**src/rtl/rational_arith_reduce_macros.svh**
```systemverilog
// Assertion macros shared by the rational reduction RTL.
// Define ASSERT_OFF to compile every check away.
`ifndef RATIONAL_ARITH_REDUCE_MACROS_SVH
`define RATIONAL_ARITH_REDUCE_MACROS_SVH

`ifndef ASSERT_OFF

// Same-cycle implication, disabled while reset is asserted.
`define RAR_ASSERT_IMP(lbl, ck, rn, ante, cons) \
    lbl: assert property (@(posedge ck) disable iff (!rn) (ante) |-> (cons)) \
        else $error("rar: implication check failed");

// Next-cycle implication, disabled while reset is asserted.
`define RAR_ASSERT_NXT(lbl, ck, rn, ante, cons) \
    lbl: assert property (@(posedge ck) disable iff (!rn) (ante) |=> (cons)) \
        else $error("rar: next-cycle check failed");

`else

`define RAR_ASSERT_IMP(lbl, ck, rn, ante, cons)
`define RAR_ASSERT_NXT(lbl, ck, rn, ante, cons)

`endif

`endif

```
**src/rtl/rar_pkg.sv**
```systemverilog
package rar_pkg;

    // Operand width: numerators are WIDTH bits signed, denominators WIDTH-1 bits.
    localparam int WIDTH = 16;

    // Port field widths.
    localparam int FUNC_W    = 2;
    localparam int IN_NUM_W  = 16;
    localparam int IN_DEN_W  = 15;
    localparam int RES_NUM_W = 32;
    localparam int RES_DEN_W = 30;

    // Internal widths that follow from WIDTH.
    localparam int PROD_W = 2 * WIDTH;
    localparam int MAG_W  = 2 * WIDTH - 1;
    localparam int DEN_W  = 2 * WIDTH - 2;
    localparam int CNT_W  = $clog2(MAG_W);

    typedef enum logic [FUNC_W-1:0] {
        FN_ADD = 2'd0,
        FN_SUB = 2'd1,
        FN_MUL = 2'd2,
        FN_DIV = 2'd3
    } func_t;

    typedef enum logic [3:0] {
        ST_IDLE,
        ST_MUL0,
        ST_MUL1,
        ST_MUL2,
        ST_MUL3,
        ST_SIGN,
        ST_ABS,
        ST_REDUCE,
        ST_OUT
    } top_state_t;

    typedef enum logic [2:0] {
        RD_IDLE,
        RD_TWOS,
        RD_GCD,
        RD_DIVN,
        RD_DIVD,
        RD_DONE
    } rd_state_t;

    // Request into the reduction unit.
    typedef struct packed {
        logic             start;
        logic [MAG_W-1:0] mag;
        logic [DEN_W-1:0] den;
    } rd_req_t;

    // Response from the reduction unit; mag and den hold until the next start.
    typedef struct packed {
        logic             done;
        logic [MAG_W-1:0] mag;
        logic [DEN_W-1:0] den;
    } rd_rsp_t;

endpackage

```
**src/rtl/rar_mul.sv**
```systemverilog
module rar_mul (
    input  logic                               clk,
    input  logic signed [rar_pkg::WIDTH-1:0]   x,
    input  logic signed [rar_pkg::WIDTH-1:0]   y,
    output logic signed [rar_pkg::PROD_W-1:0]  p_reg
);
    import rar_pkg::*;

    logic signed [PROD_W-1:0] prod;

    // Full signed product, registered before anyone uses it.
    assign prod = x * y;

    always_ff @(posedge clk)
    begin
        p_reg <= prod;
    end

endmodule

```
**src/rtl/rar_reduce.sv**
```systemverilog
`include "rational_arith_reduce_macros.svh"

module rar_reduce (
    input  logic              clk,
    input  logic              rst_n,
    input  rar_pkg::rd_req_t  req,
    output rar_pkg::rd_rsp_t  rsp
);
    import rar_pkg::*;

    rd_state_t          state_reg, state_next;
    logic [CNT_W-1:0]   cnt_reg, cnt_next;
    logic [MAG_W-1:0]   u_reg, u_next;
    logic [MAG_W-1:0]   v_reg, v_next;
    logic [MAG_W-1:0]   a_reg, a_next;
    logic [MAG_W-1:0]   b_reg, b_next;
    logic [MAG_W-1:0]   rem_reg, rem_next;

    logic [MAG_W:0]     shifted;
    logic [MAG_W:0]     sub_a;
    logic [MAG_W+1:0]   diff;
    logic               borrow;

    // The one subtractor: v - u in the GCD loop, partial remainder - u in division.
    assign shifted = {rem_reg, (state_reg == RD_DIVN) ? a_reg[MAG_W-1] : b_reg[MAG_W-1]};
    assign sub_a   = (state_reg == RD_GCD) ? {1'b0, v_reg} : shifted;
    assign diff    = {1'b0, sub_a} - {2'b00, u_reg};
    assign borrow  = diff[MAG_W+1];

    always_comb
    begin
        state_next = state_reg;
        cnt_next   = cnt_reg;
        u_next     = u_reg;
        v_next     = v_reg;
        a_next     = a_reg;
        b_next     = b_reg;
        rem_next   = rem_reg;
        unique case (state_reg)
            RD_IDLE:
            begin
                if (req.start)
                begin
                    u_next = req.mag;
                    v_next = MAG_W'(req.den);
                    a_next = req.mag;
                    b_next = MAG_W'(req.den);
                    if (req.mag == '0 || req.den == '0)
                        state_next = RD_DONE;
                    else
                        state_next = RD_TWOS;
                end
            end
            RD_TWOS:
            begin
                // Common powers of two come off both the GCD pair and the operands.
                if (!u_reg[0] && !v_reg[0])
                begin
                    u_next = u_reg >> 1;
                    v_next = v_reg >> 1;
                    a_next = a_reg >> 1;
                    b_next = b_reg >> 1;
                end
                else
                begin
                    state_next = RD_GCD;
                end
            end
            RD_GCD:
            begin
                if (!u_reg[0])
                begin
                    u_next = u_reg >> 1;
                end
                else if (v_reg == '0)
                begin
                    rem_next   = '0;
                    cnt_next   = CNT_W'(MAG_W - 1);
                    state_next = RD_DIVN;
                end
                else if (!v_reg[0])
                begin
                    v_next = v_reg >> 1;
                end
                else if (borrow)
                begin
                    // Keep u the smaller of the two odd values.
                    u_next = v_reg;
                    v_next = u_reg;
                end
                else
                begin
                    v_next = diff[MAG_W-1:0];
                end
            end
            RD_DIVN, RD_DIVD:
            begin
                rem_next = borrow ? shifted[MAG_W-1:0] : diff[MAG_W-1:0];
                if (state_reg == RD_DIVN)
                    a_next = {a_reg[MAG_W-2:0], !borrow};
                else
                    b_next = {b_reg[MAG_W-2:0], !borrow};
                if (cnt_reg == '0)
                begin
                    rem_next   = '0;
                    cnt_next   = CNT_W'(MAG_W - 1);
                    state_next = (state_reg == RD_DIVN) ? RD_DIVD : RD_DONE;
                end
                else
                begin
                    cnt_next = cnt_reg - 1'b1;
                end
            end
            RD_DONE:
            begin
                state_next = RD_IDLE;
            end
            default:
            begin
                state_next = RD_IDLE;
            end
        endcase
    end

    always_ff @(posedge clk or negedge rst_n)
    begin
        if (!rst_n)
        begin
            state_reg <= RD_IDLE;
            cnt_reg   <= '0;
        end
        else
        begin
            state_reg <= state_next;
            cnt_reg   <= cnt_next;
        end
    end

    always_ff @(posedge clk)
    begin
        u_reg   <= u_next;
        v_reg   <= v_next;
        a_reg   <= a_next;
        b_reg   <= b_next;
        rem_reg <= rem_next;
    end

    assign rsp.done = (state_reg == RD_DONE);
    assign rsp.mag  = a_reg;
    assign rsp.den  = b_reg[DEN_W-1:0];

    `RAR_ASSERT_IMP(a_gcd_u_nonzero, clk, rst_n, state_reg == RD_GCD, u_reg != '0)
    `RAR_ASSERT_IMP(a_div_u_odd, clk, rst_n,
        state_reg == RD_DIVN || state_reg == RD_DIVD, u_reg[0])
    `RAR_ASSERT_IMP(a_div_rem_bound, clk, rst_n,
        state_reg == RD_DIVN || state_reg == RD_DIVD, rem_reg < u_reg)
    `RAR_ASSERT_NXT(a_done_pulse, clk, rst_n, rsp.done, !rsp.done)

endmodule

```
**src/rtl/rational_arith_reduce.sv**
```systemverilog
// Channel | Dir | Handshake                  | Payload
// input   | in  | in_valid / in_stall        | func, a_num, a_den, b_num, b_den
// output  | out | out_valid / out_stall      | res_num, res_den, bad_den
//
// One item at a time. After a beat is taken, states MUL0 to MUL3 run the shared multiplier and
// states SIGN and ABS form the signed numerator and its magnitude. A zero numerator or
// denominator then skips reduction; otherwise the unit strips common twos, runs a binary GCD
// loop and divides both terms by the odd GCD part in two restoring divisions. Reset is
// asynchronous and active low and clears the sequencers and out_valid. in_stall is high until the
// result leaves the sequencer, so while out_stall holds one result the next one waits inside.
`include "rational_arith_reduce_macros.svh"

module rational_arith_reduce (
    input  logic                                  clk,
    input  logic                                  rst_n,
    input  logic                                  in_valid,
    output logic                                  in_stall,
    input  logic [rar_pkg::FUNC_W-1:0]            func,
    input  logic signed [rar_pkg::IN_NUM_W-1:0]   a_num,
    input  logic [rar_pkg::IN_DEN_W-1:0]          a_den,
    input  logic signed [rar_pkg::IN_NUM_W-1:0]   b_num,
    input  logic [rar_pkg::IN_DEN_W-1:0]          b_den,
    output logic                                  out_valid,
    input  logic                                  out_stall,
    output logic signed [rar_pkg::RES_NUM_W-1:0]  res_num,
    output logic [rar_pkg::RES_DEN_W-1:0]         res_den,
    output logic                                  bad_den
);
    import rar_pkg::*;

    top_state_t               state_reg, state_next;
    func_t                    func_reg;
    logic signed [WIDTH-1:0]  an_reg, bn_reg;
    logic [WIDTH-2:0]         ad_reg, bd_reg;
    logic signed [WIDTH-1:0]  ad_s, bd_s;

    logic signed [WIDTH-1:0]  mul_x, mul_y;
    logic signed [PROD_W-1:0] mul_p;
    logic signed [PROD_W-1:0] pa_reg, pb_reg, pc_reg;
    logic signed [PROD_W-1:0] n_reg, n_next;
    logic signed [PROD_W-1:0] d_reg, d_next;
    logic signed [PROD_W-1:0] n_abs;
    logic                     neg_reg, bad_reg;

    rd_req_t                  rd_req;
    rd_rsp_t                  rd_rsp;
    logic                     rd_start;

    logic                     in_fire;
    logic                     out_free;
    logic                     load_out;
    logic signed [MAG_W:0]    num_signed;

    logic                            out_valid_reg;
    logic signed [RES_NUM_W-1:0]     res_num_reg;
    logic [RES_DEN_W-1:0]            res_den_reg;
    logic                            bad_den_reg;

    assign in_stall = (state_reg != ST_IDLE);
    assign in_fire  = in_valid && !in_stall;
    assign out_free = !out_valid_reg || !out_stall;

    // Denominators are unsigned, so a leading zero makes them valid signed operands.
    assign ad_s = $signed({1'b0, ad_reg});
    assign bd_s = $signed({1'b0, bd_reg});

    // Multiplier schedule: first product in MUL0, second in MUL1, ad*bd in MUL2.
    // Add and subtract use an*bd and bn*ad; divide uses an*bd and ad*bn;
    // multiply uses an*bn, with ad*bd standing in the second and third slots.
    always_comb
    begin
        mul_x = ad_s;
        mul_y = bd_s;
        case (state_reg)
            ST_MUL0:
            begin
                mul_x = an_reg;
                mul_y = (func_reg == FN_MUL) ? bn_reg : bd_s;
            end
            ST_MUL1:
            begin
                mul_x = (func_reg == FN_MUL) ? ad_s : bn_reg;
                mul_y = (func_reg == FN_MUL) ? bd_s : ad_s;
            end
            default:
            begin
                mul_x = ad_s;
                mul_y = bd_s;
            end
        endcase
    end

    rar_mul u_mul (
        .clk   (clk),
        .x     (mul_x),
        .y     (mul_y),
        .p_reg (mul_p)
    );

    // Numerator and denominator before reduction. For divide, a negative
    // denominator moves its sign onto the numerator.
    always_comb
    begin
        n_next = pa_reg;
        d_next = pc_reg;
        unique case (func_reg)
            FN_ADD:
            begin
                n_next = pa_reg + pb_reg;
                d_next = pc_reg;
            end
            FN_SUB:
            begin
                n_next = pa_reg - pb_reg;
                d_next = pc_reg;
            end
            FN_MUL:
            begin
                n_next = pa_reg;
                d_next = pc_reg;
            end
            FN_DIV:
            begin
                n_next = pb_reg[PROD_W-1] ? -pa_reg : pa_reg;
                d_next = pb_reg[PROD_W-1] ? -pb_reg : pb_reg;
            end
            default:
            begin
                n_next = pa_reg;
                d_next = pc_reg;
            end
        endcase
    end

    assign n_abs = n_reg[PROD_W-1] ? -n_reg : n_reg;

    assign rd_req.start = rd_start;
    assign rd_req.mag   = n_abs[MAG_W-1:0];
    assign rd_req.den   = d_reg[DEN_W-1:0];

    rar_reduce u_reduce (
        .clk   (clk),
        .rst_n (rst_n),
        .req   (rd_req),
        .rsp   (rd_rsp)
    );

    // Main sequencer.
    always_comb
    begin
        state_next = state_reg;
        rd_start   = 1'b0;
        load_out   = 1'b0;
        unique case (state_reg)
            ST_IDLE:   if (in_fire) state_next = ST_MUL0;
            ST_MUL0:   state_next = ST_MUL1;
            ST_MUL1:   state_next = ST_MUL2;
            ST_MUL2:   state_next = ST_MUL3;
            ST_MUL3:   state_next = ST_SIGN;
            ST_SIGN:   state_next = ST_ABS;
            ST_ABS:
            begin
                rd_start   = 1'b1;
                state_next = ST_REDUCE;
            end
            ST_REDUCE: if (rd_rsp.done) state_next = ST_OUT;
            ST_OUT:
            begin
                if (out_free)
                begin
                    load_out   = 1'b1;
                    state_next = ST_IDLE;
                end
            end
            default:   state_next = ST_IDLE;
        endcase
    end

    always_ff @(posedge clk or negedge rst_n)
    begin
        if (!rst_n)
        begin
            state_reg     <= ST_IDLE;
            out_valid_reg <= 1'b0;
        end
        else
        begin
            state_reg <= state_next;
            if (load_out)
                out_valid_reg <= 1'b1;
            else if (!out_stall)
                out_valid_reg <= 1'b0;
        end
    end

    // Operand capture. Numerator fields are taken as raw bit patterns and the low
    // WIDTH bits are read as two's complement; denominators keep their low WIDTH-1 bits.
    always_ff @(posedge clk)
    begin
        if (in_fire)
        begin
            func_reg <= func_t'(func);
            an_reg   <= $signed(WIDTH'($unsigned(a_num)));
            bn_reg   <= $signed(WIDTH'($unsigned(b_num)));
            ad_reg   <= (WIDTH - 1)'(a_den);
            bd_reg   <= (WIDTH - 1)'(b_den);
        end
        if (state_reg == ST_MUL1)
            pa_reg <= mul_p;
        if (state_reg == ST_MUL2)
            pb_reg <= mul_p;
        if (state_reg == ST_MUL3)
            pc_reg <= mul_p;
        if (state_reg == ST_SIGN)
        begin
            n_reg <= n_next;
            d_reg <= d_next;
        end
        if (state_reg == ST_ABS)
        begin
            neg_reg <= n_reg[PROD_W-1];
            bad_reg <= (d_reg[PROD_W-1] || d_reg == '0) && (n_reg != '0);
        end
    end

    // Sign goes back onto the reduced magnitude.
    assign num_signed = neg_reg ? -$signed({1'b0, rd_rsp.mag}) : $signed({1'b0, rd_rsp.mag});

    always_ff @(posedge clk)
    begin
        if (load_out)
        begin
            res_num_reg <= RES_NUM_W'(num_signed);
            res_den_reg <= RES_DEN_W'(rd_rsp.den);
            bad_den_reg <= bad_reg;
        end
    end

    assign out_valid = out_valid_reg;
    assign res_num   = res_num_reg;
    assign res_den   = res_den_reg;
    assign bad_den   = bad_den_reg;

    `RAR_ASSERT_NXT(a_accept_blocks, clk, rst_n, in_fire, in_stall)
    `RAR_ASSERT_IMP(a_done_in_reduce, clk, rst_n, rd_rsp.done, state_reg == ST_REDUCE)
    `RAR_ASSERT_NXT(a_result_loaded, clk, rst_n, state_reg == ST_OUT && out_free, out_valid)
    `RAR_ASSERT_IMP(a_bad_zero_den, clk, rst_n, out_valid && bad_den, res_den == '0)

endmodule
```
**config.mk**
```make
export PLATFORM = sky130hd
export DESIGN_NAME = rational_arith_reduce
export DESIGN_NICKNAME = d
export VERILOG_FILES = /design/src/rtl/rar_pkg.sv /design/src/rtl/rar_mul.sv /design/src/rtl/rar_reduce.sv /design/src/rtl/rational_arith_reduce.sv
export VERILOG_INCLUDE_DIRS = /design/src /design/src/rtl
export SDC_FILE = /design/constraint.sdc
export NUM_CORES = 2
export LEC_CHECK = 0
export ABC_AREA = 1
export BUFFER_PORTS_ARGS = -buffer_cell sky130_fd_sc_hd__buf_4
export CORE_MARGIN = 10
export CORE_UTILIZATION = 55
export DETAILED_ROUTE_END_ITERATION = 10
export MAX_ROUTING_LAYER = met4
export PLACE_DENSITY = 0.72
export SYNTH_ARGS = -nofsm -noshare
export SYNTH_HDL_FRONTEND = slang
export SYNTH_SLANG_ARGS = --single-unit
```
**constraint.sdc**
```tcl
create_clock -name clk -period 19.05 [get_ports clk]
set_input_delay 2.8575 -clock clk [delete_from_list [all_inputs] [get_ports clk]]
set_output_delay 2.8575 -clock clk [all_outputs]
set_load 0.05 [all_outputs]
```
* Word-level counts from Yosys, hierarchy flattened
Index checks and enable logic that the tools add are counted.
W data, S select, Z words.
** Cells by class
- Reductions and logical operators :: 35
- Equal/unequal tests :: 32
- $add $sub $neg :: 8
- Mux-type cells :: 59
- Multipliers :: 1
** Operators with widths (number)
- $mux W31 :: 22
- $pmux W31 S3 :: 4
- $pmux W32 S4 :: 1
- $mux W32 :: 3
- $neg A32 Y32 :: 2
- $pmux W16 S2 :: 2
- $pmux W32 S2 :: 1
- $logic_not A31 Y1 :: 2
- $pmux W31 S2 :: 1
- $pmux W4 S9 :: 1
- $sub A32 B31 Y33 :: 1
- $add A32 B32 Y32 :: 1
- $logic_not A32 Y1 :: 1
- $mul A16 B16 Y32 :: 1
- $mux W16 :: 2
- $neg A31 Y32 :: 1
- $reduce_bool A32 Y1 :: 1
- $sub A32 B32 Y32 :: 1
- $neg A31 Y31 :: 1
- $logic_not A30 Y1 :: 1
- $mux W3 :: 6
- $eq A4 B3 Y1 const B :: 4
- $ne A2 B2 Y1 const B :: 8
- $mux W15 :: 1
- other kinds (32) :: 66
** Word-level totals
- Bits of input ports :: 68
- Output and inout port bits :: 65
- Logic and storage cells :: 162
- Bits in registers :: 489

* Longest topological paths before layout
- Depth in word-level cells :: 9
- Depth in mapped cells :: 34
- Mapped depth without buffers :: 33

* Cells and area by module
A second synthesis with hierarchy kept.
** Unflattened totals
- Cells, all modules :: 5185
- Area, all modules :: 40625.2 um^2
** Modules (own cells, without submodules)
- rational_arith_reduce :: sequential area each 8803.4 um^2, cells an instance 2062, instances 1, area an instance 17257.8 um^2
- rar_reduce :: sequential area each 4854.7 um^2, cells an instance 1577, instances 1, area an instance 11720.0 um^2
- rar_mul :: sequential area each 640.6 um^2, cells an instance 1546, instances 1, area an instance 11647.4 um^2

* Least setup slack after synthesis
OpenSTA, ideal clock, no wires.
- Path kind :: register to register
- Start :: register state_reg[3]
- End :: register u_mul.p_reg[30] (netlist name)
- Clock period less this slack :: 6.773 ns
- Buffers on the path :: 2
- Arrival :: 6.646 ns
- Path slack :: 12.277 ns
- Setup time :: 0.127 ns
- Data required time :: 18.923 ns
- Cell stages (with the launch flop) :: 26
- Cell sequence :: dfrtp_1 -> nor2_1 -> inv_1 -> nor3_2 -> buf_2 -> a32oi_1 -> buf_2 -> nor2_1 -> inv_1 -> fa_1 -> inv_1 -> fa_1 -> fa_1 -> inv_1 -> fa_1 -> inv_1 -> fa_1 -> inv_1 -> fa_1 -> inv_1 -> ha_1 -> nand2_1 -> nor3_1 -> a221oi_1 -> o21ai_0 -> xor2_1
** On the way
- Longest elaborated chain between the ends :: 3
- Elaborated cells between the ends (all ways) :: 5
- Classes of those cells :: mul (1); eq/ne (2); mux (2)
** Ends and longest elaborated chain
- from (decl) :: line rational_arith_reduce.sv:31 : top_state_t state_reg, state_next;
- from (signal assigned) :: line rational_arith_reduce.sv:188 : state_reg <= state_next;
- $eq A4 B2 Y1 or $eq A4 B1 Y1 (tied branches) :: line rational_arith_reduce.sv:74 : case (state_reg)
- $pmux W16 S2 :: line rational_arith_reduce.sv:74
- $mul A16 B16 Y32 (*) :: line rar_mul.sv:12 : assign prod = x * y;
- via u_mul.prod[30] :: line rar_mul.sv:9 : logic signed [PROD_W-1:0] prod;
- to (signal assigned) :: line rar_mul.sv:16 : p_reg <= prod;
- to (decl) :: line rar_mul.sv:5 : output logic signed [rar_pkg::PROD_W-1:0] p_reg
The timed path passes the listed nets; every way through them passes the cells marked *.
A chain may end at the register's enable or synchronous reset.

* Final worst setup path
- Start :: register func_reg[1]
- End :: register u_mul.p_reg[26] (netlist name)
** On the way
- Longest elaborated chain between the ends :: 4
- Elaborated cells between the ends (all ways) :: 7
- Classes of those cells :: mul (1); eq/ne (1); mux (5)
** Ends and longest elaborated chain
- from (decl) :: line rational_arith_reduce.sv:32 : func_t func_reg;
- from (signal assigned) :: line rational_arith_reduce.sv:202 : func_reg <= func_t'(func);
- $eq A2 B2 Y1 (*) :: line rational_arith_reduce.sv:78, rational_arith_reduce.sv:82, rational_arith_reduce.sv:83
- $mux W16 (tied with other cells) :: line rational_arith_reduce.sv:82 : mul_x = (func_reg == FN_MUL) ? ad_s : bn_reg;
- $pmux W16 S2 :: line rational_arith_reduce.sv:74
- $mul A16 B16 Y32 (*) :: line rar_mul.sv:12
- via u_mul.prod[26] :: line rar_mul.sv:9
Marks and branches as above.

==> results.md <==
Synth:
- Synthesis produced a netlist with a net count of roughly 4700.
- The number of distinct library cells after synthesis is 56.
- The biggest area consumer among synthesized cells is edfxtp_1.
- The number of warning messages in the yosys log is 0.
- The share of the yosys chip area belonging to registers is 38.7%.
- The number of register bits inferred by synthesis is ~490.
- For this run, the leading register cell type out of synthesis is edfxtp_1.
- The async set-reset flop share out of synthesis is roughly 2.7%.
- The number of flops mapped to enable cells by yosys is around 440.
- Synthesis produced a netlist whose cell count is between 4000 and 5000.
- The synthesized netlist occupies a cell area of around 37000 sq um.
- By area the synthesized netlist is led by edfxtp_1 36%, fa_1 14%, nand2_1 8.4%.
- The mean area per synthesized cell is around 8.8 sq um.
- The area share of the largest cell type after synthesis is around 36%.

CTS:
- In this run the clock root is driven by a clkbuf_16.
- After clock tree synthesis, the clock-pin slew on the worst setup and hold paths is roughly 0.070 ns.
- TritonCTS built the clock tree.
- Gates resized during post-CTS repair numbered 0.
- Counting along the longest clock path gives a buffer depth of 3.
- After clock tree synthesis, the flow added hold-fix buffers numbering 0.
- For this design, the sink count on the clock tree is 489.
- The post-CTS setup buffer count is 0.
- In this run the number of H-tree levels came out at 2.
- The clock latency at the later pin of the worst-skew pair is ~0.64 ns.
- The number of buffers created by CTS is 54.

Drt:
- After detailed routing, the number of remaining DRC violations is 0.
- The detailed-router iteration count before antenna repair is 6.
- After detailed routing, the total wire length is about 110 mm.
- The wire length per cell is roughly 21 microns.
- Summing over every cut layer, the via total after detailed routing is roughly 30000.
- The detail route stage leaves a number of antenna-violating nets equal to 0.
- The initial DRC count is 3474.
- After detailed routing, the number of vias per cell comes to slightly below 6.

Floorplanning:
- The die footprint is just under 80000 sq um.
- The horizontal die dimension is about 280 microns.
- The standard-cell row count is 94.
- Once the floorplan was initialized, standard cells occupied ~56% of the core.
- The core region is 66200 sq um.
- The number of top-level pins is between 100 and 150.
- The height of the chip is approximately 280 microns.

Layout:
- The area added between synthesis and finish is 9.69%.
- The fraction of layout instances using a drive strength above 1 is around 7.8%.
- After the last flow step, the layout net total stands at approximately 4800.
- The multi-input combinational cells in the finished layout cover a total of 19400 sq um.
- The number of inserted filler cells in the final layout is about 5800.
- The post-layout instance area is a little over 40000 sq um.
- The sequential cell area is between 10000 and 15000 sq um.

Place:
- The post-DP HPWL is between 80 and 90 mm.
- The weighted congestion reported at the end of routability-driven placement is 1.00.
- The standard cell area after detailed placement is approximately 39000 sq um.
- Port buffering added about 130 buffers.

Timing:
- The final count of hold timing violations was 0.
- The worst path needs 9.23 ns of the cycle, external delays included.
- The final critical path takes up between 40% and 50% of the cycle.
- For the pin with the worst max-slew slack, the measured transition is roughly 1.2 ns.
- The worst clock skew is about 0.047 ns.
- Setup violations remaining at the end of the flow were counted as 0.
- Timing would allow up to approximately 0.11 GHz.
- For the final routed database, the setup TNS stands at 0 ns.
- Setup repair after global routing left no endpoint under its margin.
- In this run the tightest slew margin relative to its limit is a little under a fifth.
- The number of max-slew violations in the final report came to 0.
- Hold timing on the final database bottoms out at a slack of between 0.4 and 0.5 ns.

GRT:
- The overall global routing resource usage is 28.6%.
- The first global-routing pass estimated ~170 mm of wire.
- The global-route congestion overflow total is 0.
- The number of global-route vias before repair is ~29000.
- The pin count of the biggest net entering global routing is 84.
- The number of antenna violations at the first check in global routing is 2.

Critical path:
- The worst setup path is launched from a register.
- The type of the worst setup path is register to register.
- The worst setup path is captured at a register.
- Counting stages on the worst path, the most repeated cell is fa_1.
- STA puts the critical path data arrival time at between 9 and 10 ns.
- The launch point of the critical path is func_reg[1].
- The top cell family by delay on the critical path is adder cells.
- The endpoint required time on the critical path is between 15 and 20 ns.
- The number of buffers and inverters on the critical path is 7.
- The largest fanout on the critical path is 36.
- The worst register-to-register path begins at func_reg[1].
- On the worst path, the slowest cell contributes a delay of 1.00 ns.
- For this design, the slowest cell found on the critical path is nor2_2.

Worst hold path:
- The type of the worst min-delay path is register to register.
- The startpoint of the worst hold path is bad_reg.

Status:
- The run finished with clean final reports.

Flow run:
- The max-cap violation count is 0.
==> final timing paths <==
check                                      end  slack, ns  cells after the start
setup reg to reg               u_mul.p_reg[26]       9.82                     25
max in group asynchronous         state_reg[1]      16.76                      1
hold reg to reg                        bad_den       0.43                      0
setup / recovery               u_mul.p_reg[26]       9.82                     25
min in group asynchronous  u_reduce.cnt_reg[2]       2.08                      1
hold / removal                         bad_den       0.43                      0
==> cells in the mapped netlist, drive strengths merged (9+ instances only) <==
cell and n:
a21boi 11, a21o 27, a21oi 215, a221oi 9
a22oi 33, a31oi 17, a32oi 14, buf 47
clkbuf 87, dfrtp 13, dfxtp 32, edfxtp 444
fa 264, ha 151, inv 712, nand2 832
nand3 164, nand3b 13, nand4 33, nor2 413
nor3 54, nor4 23, o211ai 27, o21a 12
o21ai 259, o21bai 11, o221ai 69, o22ai 32
o31ai 10, or2 16, xnor2 36, xor2 95
==> layout by cell type, fill, tap and decap left out, drive strengths merged, types with 13 or more instances in the layout <==
cell type  netlist  layout
edfxtp         444     444
o21ai          259     259
a21oi          215     215
o211ai          27      27
buf             47     170
a22oi           33      33
dfrtp           13      13
a32oi           14      14
or2             16      16
a21o            27      27
clkbuf          87      63
xor2            95      95
ha             151     151
nand3b          13      13
a31oi           17      17
nor3            54      54
fa             264     264
clkinv           2      32
nand4           33      33
o221ai          69      69
o22ai           32      32
xnor2           36      36
nor2           413     413
inv            712     718
dfxtp           32      32
nand3          164     164
nor4            23      23
nand2          832     832
==> cell families (layout without fill, tap and decap cells) <==
logic type	Yosys count	after routing	share of synthesized area, %
adders and majority gates	415	415	19.4
and+or+nand+nor	1549	1549	17.3
other	0	1	0
xor gates and xnor gates	131	131	3.11
AOI/OAI and AO/OA	757	757	12.6
DFF	489	489	38.7
buffers and inverters	848	986	8.84
==> metal layers <==
layer / part of all wire, % / routed length, microns / global-route usage [%]
met1: 41 / 44800 / 37.6
met2: 46 / 50200 / 44.7
met3: 8.3 / 9030 / 4.80
met4: 3.8 / 4130 / 9.99
met5: 0 / 0 / -
==> final cells by class <==
cell class,instances,area share [%]
antenna,1,0.00618
multi-input combinational,2852,48.0
inverter,714,6.62
clock buffer,63,3.47
timing repair buffer,170,3.15
clock inverter,39,0.797
tap,864,2.67
sequential,489,35.3
==> per-stage QoR <==
| stage | worst slack, ns | cells | utilization, % |
|---|---|---|---|
| final | 9.82 | 5192 | 61.2 |
| after global routing | 9.37 | 5192 | 61.2 |
| after CTS | 10.07 | 5191 | 61.2 |
| after detailed placement | 10.13 | 5089 | 58.6 |
| after global placement | 10.37 | 5089 | 58.6 |
| after floorplan | 12.28 | 4189 | - |
Power is not shown: default switching activity piles up to over one toggle a cycle in this logic, so the estimate is an artifact.
